[src/sv/rtc_pkg.sv]
`timescale 1ns / 1ps
`default_nettype none

package rtc_pkg;

	// Datapath word: signed Q16.16
	localparam int COORD_W = 32;
	localparam int IDX_W = 16;
	localparam int CFG_W = 32;
	localparam int CFG_IDX_W = 3;
	localparam int THR_W = 31;
	localparam int ACC_W = COORD_W + 3;
	localparam int SAT_W = COORD_W + 16;
	localparam int DIV_STEPS = SAT_W;
	localparam int MAX_TRIANGLES_DEF = 65536;
	localparam int STEP_W = 5;
	localparam logic [STEP_W-1:0] STEP_TEST_LAST = STEP_W'(23);
	localparam logic [STEP_W-1:0] STEP_PNT_FIRST = STEP_W'(24);
	localparam logic [STEP_W-1:0] STEP_PNT_LAST = STEP_W'(29);

	typedef logic signed [COORD_W-1:0] coord_t;

	localparam coord_t C_MAX = {1'b0, {(COORD_W-1){1'b1}}};
	localparam coord_t C_MIN = {1'b1, {(COORD_W-1){1'b0}}};
	// 9999.0 in Q16.16
	localparam coord_t T_LIMIT = COORD_W'(9999 * 65536);
	localparam coord_t C_ZERO = '0;

	typedef struct packed {
		coord_t v0_x;
		coord_t v0_y;
		coord_t v0_z;
		coord_t v1_x;
		coord_t v1_y;
		coord_t v1_z;
		coord_t v2_x;
		coord_t v2_y;
		coord_t v2_z;
		logic last_triangle;
	} in_word_t;

	typedef struct packed {
		logic found;
		coord_t hit_t;
		coord_t hit_u;
		coord_t hit_v;
		logic [IDX_W-1:0] hit_index;
		coord_t hit_point_x;
		coord_t hit_point_y;
		coord_t hit_point_z;
	} out_word_t;

	typedef enum logic [CFG_IDX_W-1:0] {
		CFG_ORIGIN_X,
		CFG_ORIGIN_Y,
		CFG_ORIGIN_Z,
		CFG_DIR_X,
		CFG_DIR_Y,
		CFG_DIR_Z,
		CFG_FIRST_HIT_MODE,
		CFG_DET_THRESHOLD
	} cfg_idx_t;

	// Multiplier operand sources
	typedef enum logic [4:0] {
		OP_DX, OP_DY, OP_DZ,
		OP_E1X, OP_E1Y, OP_E1Z,
		OP_E2X, OP_E2Y, OP_E2Z,
		OP_TVX, OP_TVY, OP_TVZ,
		OP_PV0, OP_PV1, OP_PV2,
		OP_QV0, OP_QV1, OP_QV2,
		OP_U, OP_V
	} opnd_t;

	// Accumulator write-back destinations
	typedef enum logic [3:0] {
		DST_NONE,
		DST_PV0, DST_PV1, DST_PV2,
		DST_DET, DST_UN,
		DST_QV0, DST_QV1, DST_QV2,
		DST_VN, DST_TN,
		DST_PT0, DST_PT1, DST_PT2
	} dest_t;

	typedef enum logic [1:0] {
		SEED_ZERO, SEED_V0X, SEED_V0Y, SEED_V0Z
	} seed_t;

	typedef enum logic [1:0] {
		DIV_T, DIV_U, DIV_V
	} div_sel_t;

	typedef struct packed {
		logic valid;
		opnd_t a;
		opnd_t b;
		logic first;
		logic sub;
		seed_t seed;
		dest_t dest;
	} mac_cmd_t;

	typedef struct packed {
		logic load;
		mac_cmd_t mac;
		logic div_start;
		div_sel_t div_sel;
		logic finish;
		logic hit;
	} ctl_cmd_t;

	typedef struct packed {
		logic batch_done;
		logic first_mode;
		logic last;
		logic pass;
		logic t_lt_best;
		logic div_done;
		logic out_free;
	} dp_status_t;

	// Magnitude of a signed word; the most negative value maps to 2^(W-1).
	function automatic logic [COORD_W-1:0] mag(input coord_t a);
		logic [COORD_W-1:0] r;
		r = a[COORD_W-1] ? COORD_W'(-a) : COORD_W'(a);
		return r;
	endfunction

	// Apply a sign to a magnitude and saturate to the datapath word.
	function automatic coord_t sat_mag(input logic neg, input logic [SAT_W-1:0] m);
		logic [COORD_W-1:0] lo;
		coord_t r;
		lo = m[COORD_W-1:0];
		if (neg) begin
			r = (m > SAT_W'(C_MAX)) ? C_MIN : coord_t'(-lo);
		end else begin
			r = (m > SAT_W'(C_MAX)) ? C_MAX : coord_t'(lo);
		end
		return r;
	endfunction

	// Saturate a wide signed sum to the datapath word.
	function automatic coord_t sat_sum(input logic signed [ACC_W-1:0] x);
		coord_t r;
		if (x > ACC_W'(C_MAX)) begin
			r = C_MAX;
		end else if (x < ACC_W'(C_MIN)) begin
			r = C_MIN;
		end else begin
			r = coord_t'(x[COORD_W-1:0]);
		end
		return r;
	endfunction

	function automatic coord_t sat_diff(input coord_t a, input coord_t b);
		logic signed [ACC_W-1:0] d;
		d = ACC_W'(a) - ACC_W'(b);
		return sat_sum(d);
	endfunction

	function automatic mac_cmd_t mk(input opnd_t a, input opnd_t b, input logic first,
			input logic sub, input seed_t seed, input dest_t dest);
		mac_cmd_t c;
		c.valid = 1'b1;
		c.a = a;
		c.b = b;
		c.first = first;
		c.sub = sub;
		c.seed = seed;
		c.dest = dest;
		return c;
	endfunction

	// Multiply-accumulate sequence: pv, det, un, qv, vn, tn, then the hit point.
	function automatic mac_cmd_t ucode(input logic [STEP_W-1:0] step);
		mac_cmd_t c;
		c = '0;
		case (step)
			5'd0: c = mk(OP_DY, OP_E2Z, 1'b1, 1'b0, SEED_ZERO, DST_NONE);
			5'd1: c = mk(OP_DZ, OP_E2Y, 1'b0, 1'b1, SEED_ZERO, DST_PV0);
			5'd2: c = mk(OP_DZ, OP_E2X, 1'b1, 1'b0, SEED_ZERO, DST_NONE);
			5'd3: c = mk(OP_DX, OP_E2Z, 1'b0, 1'b1, SEED_ZERO, DST_PV1);
			5'd4: c = mk(OP_DX, OP_E2Y, 1'b1, 1'b0, SEED_ZERO, DST_NONE);
			5'd5: c = mk(OP_DY, OP_E2X, 1'b0, 1'b1, SEED_ZERO, DST_PV2);
			5'd6: c = mk(OP_E1X, OP_PV0, 1'b1, 1'b0, SEED_ZERO, DST_NONE);
			5'd7: c = mk(OP_E1Y, OP_PV1, 1'b0, 1'b0, SEED_ZERO, DST_NONE);
			5'd8: c = mk(OP_E1Z, OP_PV2, 1'b0, 1'b0, SEED_ZERO, DST_DET);
			5'd9: c = mk(OP_TVX, OP_PV0, 1'b1, 1'b0, SEED_ZERO, DST_NONE);
			5'd10: c = mk(OP_TVY, OP_PV1, 1'b0, 1'b0, SEED_ZERO, DST_NONE);
			5'd11: c = mk(OP_TVZ, OP_PV2, 1'b0, 1'b0, SEED_ZERO, DST_UN);
			5'd12: c = mk(OP_TVY, OP_E1Z, 1'b1, 1'b0, SEED_ZERO, DST_NONE);
			5'd13: c = mk(OP_TVZ, OP_E1Y, 1'b0, 1'b1, SEED_ZERO, DST_QV0);
			5'd14: c = mk(OP_TVZ, OP_E1X, 1'b1, 1'b0, SEED_ZERO, DST_NONE);
			5'd15: c = mk(OP_TVX, OP_E1Z, 1'b0, 1'b1, SEED_ZERO, DST_QV1);
			5'd16: c = mk(OP_TVX, OP_E1Y, 1'b1, 1'b0, SEED_ZERO, DST_NONE);
			5'd17: c = mk(OP_TVY, OP_E1X, 1'b0, 1'b1, SEED_ZERO, DST_QV2);
			5'd18: c = mk(OP_DX, OP_QV0, 1'b1, 1'b0, SEED_ZERO, DST_NONE);
			5'd19: c = mk(OP_DY, OP_QV1, 1'b0, 1'b0, SEED_ZERO, DST_NONE);
			5'd20: c = mk(OP_DZ, OP_QV2, 1'b0, 1'b0, SEED_ZERO, DST_VN);
			5'd21: c = mk(OP_E2X, OP_QV0, 1'b1, 1'b0, SEED_ZERO, DST_NONE);
			5'd22: c = mk(OP_E2Y, OP_QV1, 1'b0, 1'b0, SEED_ZERO, DST_NONE);
			5'd23: c = mk(OP_E2Z, OP_QV2, 1'b0, 1'b0, SEED_ZERO, DST_TN);
			5'd24: c = mk(OP_U, OP_E1X, 1'b1, 1'b0, SEED_V0X, DST_NONE);
			5'd25: c = mk(OP_V, OP_E2X, 1'b0, 1'b0, SEED_ZERO, DST_PT0);
			5'd26: c = mk(OP_U, OP_E1Y, 1'b1, 1'b0, SEED_V0Y, DST_NONE);
			5'd27: c = mk(OP_V, OP_E2Y, 1'b0, 1'b0, SEED_ZERO, DST_PT1);
			5'd28: c = mk(OP_U, OP_E1Z, 1'b1, 1'b0, SEED_V0Z, DST_NONE);
			5'd29: c = mk(OP_V, OP_E2Z, 1'b0, 1'b0, SEED_ZERO, DST_PT2);
			default: c = '0;
		endcase
		return c;
	endfunction

endpackage

`default_nettype wire

[src/sv/rtc_ctrl.sv]
`timescale 1ns / 1ps
`default_nettype none

// Sequencer: walks the multiply-accumulate steps, runs the three divisions
// and closes each triangle.
module rtc_ctrl (
	input  wire logic            clk,
	input  wire logic            arst_n,
	input  wire logic            in_valid,
	output logic                 in_stall,
	input  rtc_pkg::dp_status_t  status,
	output rtc_pkg::ctl_cmd_t    cmd
);

	typedef enum logic [3:0] {
		S_IDLE,
		S_MAC,
		S_DRAIN,
		S_TEST,
		S_DIV_GO,
		S_DIV_WAIT,
		S_HITCHK,
		S_PNT,
		S_PDRAIN,
		S_FINISH
	} state_t;

	state_t state_q;
	logic [rtc_pkg::STEP_W-1:0] step_q;
	rtc_pkg::div_sel_t div_sel_q;
	logic hit_q;
	logic emit;

	// Commands decoded from the state
	always_comb begin
		cmd = '0;
		emit = status.last || (hit_q && status.first_mode);
		in_stall = (state_q != S_IDLE);
		cmd.div_sel = div_sel_q;
		cmd.hit = hit_q;
		unique case (state_q)
			S_IDLE: cmd.load = in_valid;
			S_MAC, S_PNT: cmd.mac = rtc_pkg::ucode(step_q);
			S_DIV_GO: cmd.div_start = 1'b1;
			S_FINISH: cmd.finish = !emit || status.out_free;
			S_DRAIN, S_TEST, S_DIV_WAIT, S_HITCHK, S_PDRAIN: ;
		endcase
	end

	// State and sequencing registers
	always_ff @(posedge clk or negedge arst_n) begin
		if (!arst_n) begin
			state_q <= S_IDLE;
			step_q <= '0;
			div_sel_q <= rtc_pkg::DIV_T;
			hit_q <= 1'b0;
		end else begin
			unique case (state_q)
				S_IDLE: begin
					if (in_valid && !status.batch_done) begin
						step_q <= '0;
						hit_q <= 1'b0;
						state_q <= S_MAC;
					end
				end
				S_MAC: begin
					step_q <= step_q + rtc_pkg::STEP_W'(1);
					if (step_q == rtc_pkg::STEP_TEST_LAST) begin
						state_q <= S_DRAIN;
					end
				end
				S_DRAIN: state_q <= S_TEST;
				S_TEST: begin
					if (status.pass) begin
						div_sel_q <= rtc_pkg::DIV_T;
						state_q <= S_DIV_GO;
					end else begin
						state_q <= S_FINISH;
					end
				end
				S_DIV_GO: state_q <= S_DIV_WAIT;
				S_DIV_WAIT: begin
					if (status.div_done) begin
						unique case (div_sel_q)
							rtc_pkg::DIV_T: begin
								div_sel_q <= rtc_pkg::DIV_U;
								state_q <= S_DIV_GO;
							end
							rtc_pkg::DIV_U: begin
								div_sel_q <= rtc_pkg::DIV_V;
								state_q <= S_DIV_GO;
							end
							default: state_q <= S_HITCHK;
						endcase
					end
				end
				S_HITCHK: begin
					if (status.t_lt_best) begin
						step_q <= rtc_pkg::STEP_PNT_FIRST;
						state_q <= S_PNT;
					end else begin
						state_q <= S_FINISH;
					end
				end
				S_PNT: begin
					step_q <= step_q + rtc_pkg::STEP_W'(1);
					if (step_q == rtc_pkg::STEP_PNT_LAST) begin
						hit_q <= 1'b1;
						state_q <= S_PDRAIN;
					end
				end
				S_PDRAIN: state_q <= S_FINISH;
				S_FINISH: begin
					if (!emit || status.out_free) begin
						state_q <= S_IDLE;
					end
				end
			endcase
		end
	end

endmodule

`default_nettype wire

[config.mk]
export PLATFORM = sky130hd
export DESIGN_NAME = rtc_ctrl
export DESIGN_NICKNAME = d
export VERILOG_FILES = /design/src/sv/rtc_pkg.sv /design/src/sv/rtc_ctrl.sv
export SDC_FILE = /design/constraint.sdc
export NUM_CORES = 1
export LEC_CHECK = 0
export ABC_CLOCK_PERIOD_IN_PS = 2200
export BUFFER_PORTS_ARGS = -buffer_cell sky130_fd_sc_hd__buf_4
export CORE_MARGIN = 2
export CORE_UTILIZATION = 45
export CTS_CLUSTER_SIZE = 12
export DETAILED_ROUTE_END_ITERATION = 10
export HOLD_SLACK_MARGIN = 0.1
export PLACE_DENSITY = 0.68
export SLEW_MARGIN = 10
export SYNTH_ARGS = -nofsm -noshare
export SYNTH_HDL_FRONTEND = slang
export SYNTH_SLANG_ARGS = --single-unit
[constraint.sdc]
create_clock -name clk -period 2.2 [get_ports clk]
set_input_delay 0 -clock clk [delete_from_list [all_inputs] [get_ports clk]]
set_output_delay 0 -clock clk [all_outputs]
set_load 0.02 [all_outputs]
==> flow_summary.toml <==
[hold_path]
min-delay-start = "status[3]"
holdPathStages = 4
hold-path-endpoint = "div_sel_q[0]"
hold_path.class = "input pin to flop"

[floorplan]
core_area_sq_um = 3630
die_area_sq_um = 4250
io_pins = 36
die_w_microns = 65.2
fp.dieH_microns = 65.2
rows = 22
initial_core_util = 0.463

[power]
seq_power_share = 0.138
p_sw_mw = 1.79
power_mw = 3.41
combPwrFrac = 0.791
powerDensity_nw_per_um2 = 1640
p_clk_frac = 0.072
p_sw_frac = 0.524
p_leak_nw = 0.842
p_int_mw = 1.62
vdd_drop_max_mv = 0.791

[global_routing]
grt_pass1_wl_mm = 7.16
antenna_found_initial = 0
track_usage = 0.209
first_global_vias = 1537
grt-ovfl-total = 0
grt_max_degree = 24

[synth]
synthFlopType = "dfrtp_1"
synthTopCellsByCount = "nand2_1 (21), a21oi_1 (19), nor2_1 (19)"
yosys_warnings = 0
synthMostInstantiatedCell = "nand2_1"
synth_edf_count = 0
synth_top_area_frac = 0.178
ys_seq_elements = 12
netlist_instances = 232
post-synth-top-area-cell = "dfrtp_1"
synth_cell_types = 51
netlist_area_sq_um = 1680
synth-async-reset-ratio = 1.00
synthesis.nets = 250
synth_area_per_cell_sq_um = 7.26
ys_seq_area_frac = 0.178
synth_area_leaders = "dfrtp_1 (18%), ha_1 (5.9%), a21oi_1 (5.6%)"

[cells_and_area]
finalInstanceArea_sq_um = 2080
final_nets = 282
drive_gt1_frac = 0.259
areaGrowthSynthToFinish_pct = 23.6
final_core_util = 0.573
antenna_cells = 0

[clock_tree]
cts.path.max_buffers = 2
clkTransAtPathRegs_ns = 0.05
cts_made_buffers = 3
clk_latency_ns = 0.25
htree_levels = 1
root_buffer = "clkbuf_8"
cts_tree = "yes"
clock-sinks = 12

[setup_path]
criticalPathCategory = "flop to primary output"
r2r_slack_ns = 0.32
crit_required_ns = 2.20
crit_fanout = 7
cp.arrival_ns = 2.05
startpoint_type = "flop"
timing.rr.end = "state_q[2]"
r2r_start = "step_q[1]"
worstRegToRegCells = 6
cp-end-kind = "primary output"

[route]
routed_wirelength_mm = 4.38
wl_per_cell_microns = 14.1
route.detailed.drc = 0
drt_iter0_drc = 160
drt_pass1_iterations = 4
viasPerCell = 5.74
num_vias = 1786
drtAntennaViolNets = 0

[placed_design]
hpwl_mm = 3.27
io_buffers = 35
gp_congestion = 0.860
placed_cell_area_sq_um = 2010
pre_cts_slack_ns = 0.342

[sta]
max_slew_margin = 0.710
hold_viol = 0
fin_ws_ns = 0.147
rsz0062_at_grt = "false"
setup_violations = 0
fin_tns_setup_ns = 0
drv_slew = 0
tightest_slew_ns = 0.436
timing.final.crit_share = 0.933
finalCriticalPeriod_ns = 2.05
fin_worst_skew_ns = 0.00792
max_freq_ghz = 0.487

[job]
maxCapViolCount = 0

[outcome]
status = "finished, final reports clean"
-- stage by stage --
stage,cells,hold WS (ns)
CTS,311,0.102
finish,311,0.0957
floorplan,232,-0.296
global route,311,0.110
global placement,306,-0.150
detailed placement,306,-0.151
-- registers in the layout, indices dropped and copies added, names as in the netlist --
signal / count
state_q: 4
hit_q: 1
div_sel_q: 2
step_q: 5
-- timing repair --
| item | 4_1_cts | 5_1_grt |
|---|---|---|
| hold endpoints to repair | 12 | 0 |
| resized for setup | 0 | 3 |
| hold buffers | 1 | 0 |
| setup buffers | 0 | 0 |
| setup endpoints to repair | 0 | 3 |
-- power by group through the flow --
stage          logic (mW)  registers (mW)  clock network (mW)
5_1_grt              2.95           0.490               0.261
2_1_floorplan        1.98           0.401                   0
3_3_place_gp         2.67           0.463                   0
4_1_cts              2.69           0.462               0.249
3_5_place_dp         2.67           0.465                   0
6_report             2.70           0.470               0.245
-- critical path: stages (launching register included) --
cell,delay (ns)
dfrtp_1,0.42
inv_1,0.13
ha_1,0.40
buf_4,0.19
a211oi_1,0.22
nor3_1,0.09
a211oi_2,0.19
buf_4,0.17
-- layout by cell type (no fill, tap or decap), types with 3 or more instances in the layout --
cell type / n
nand2_1: 21
nand3b_1: 3
a211oi_2: 3
nand2b_1: 14
a211oi_1: 7
inv_1: 8
a41oi_1: 3
ha_1: 8
nor3_1: 15
dfrtp_1: 10
a21oi_1: 19
o21ai_0: 12
buf_4: 49
a31oi_1: 7
nand3_1: 3
o211ai_1: 4
mux2i_1: 6
clkbuf_8: 4
nor2b_1: 8
o22ai_1: 3
nor2_1: 18
-- final cells by class --
type / count / area, sq um
fillers: 363 / 1550
multi-input cells: 189 / 1250
repair buffers: 50 / 378
flip-flops and latches: 12 / 303
well taps: 48 / 60.1
clock buffers: 4 / 55.1
inverters: 8 / 30.0
-- cell families (layout without fill, tap and decap cells) --
family | after synthesis | after routing | share of synthesized area
multiplexers | 7 | 7 | 0.0446
adder cells (fa/ha/maj) | 8 | 8 | 0.0594
AO/OA/AOI/OAI | 72 | 72 | 0.281
buffers and inverters | 31 | 62 | 0.0914
flip-flops | 12 | 12 | 0.178
XOR/XNOR | 2 | 2 | 0.0104
AND/OR/NAND/NOR | 100 | 100 | 0.335
-- routing by layer --
| layer | up-vias | share of wire | global-route usage |
|---|---|---|---|
| met5 | - | 0 | 0 |
| met4 | 0 | 0 | 0.0234 |
| met3 | 0 | 0.047 | 0.0411 |
| met2 | 45 | 0.45 | 0.320 |
| met1 | 826 | 0.50 | 0.314 |
| li1 | 915 | - | - |
-- how the worst max path moves through the flow --
stage,cells past startpoint,to,start
floorplan,7,cmd[7],step_q[0]
global placement,6,state_q[2],step_q[1]
detailed placement,6,cmd[7],step_q[0]
CTS,6,cmd[7],step_q[0]
global route,7,cmd[14],step_q[1]
finish,7,cmd[13],step_q[1]
No activity file was read; power rests on OpenSTA's default activity.
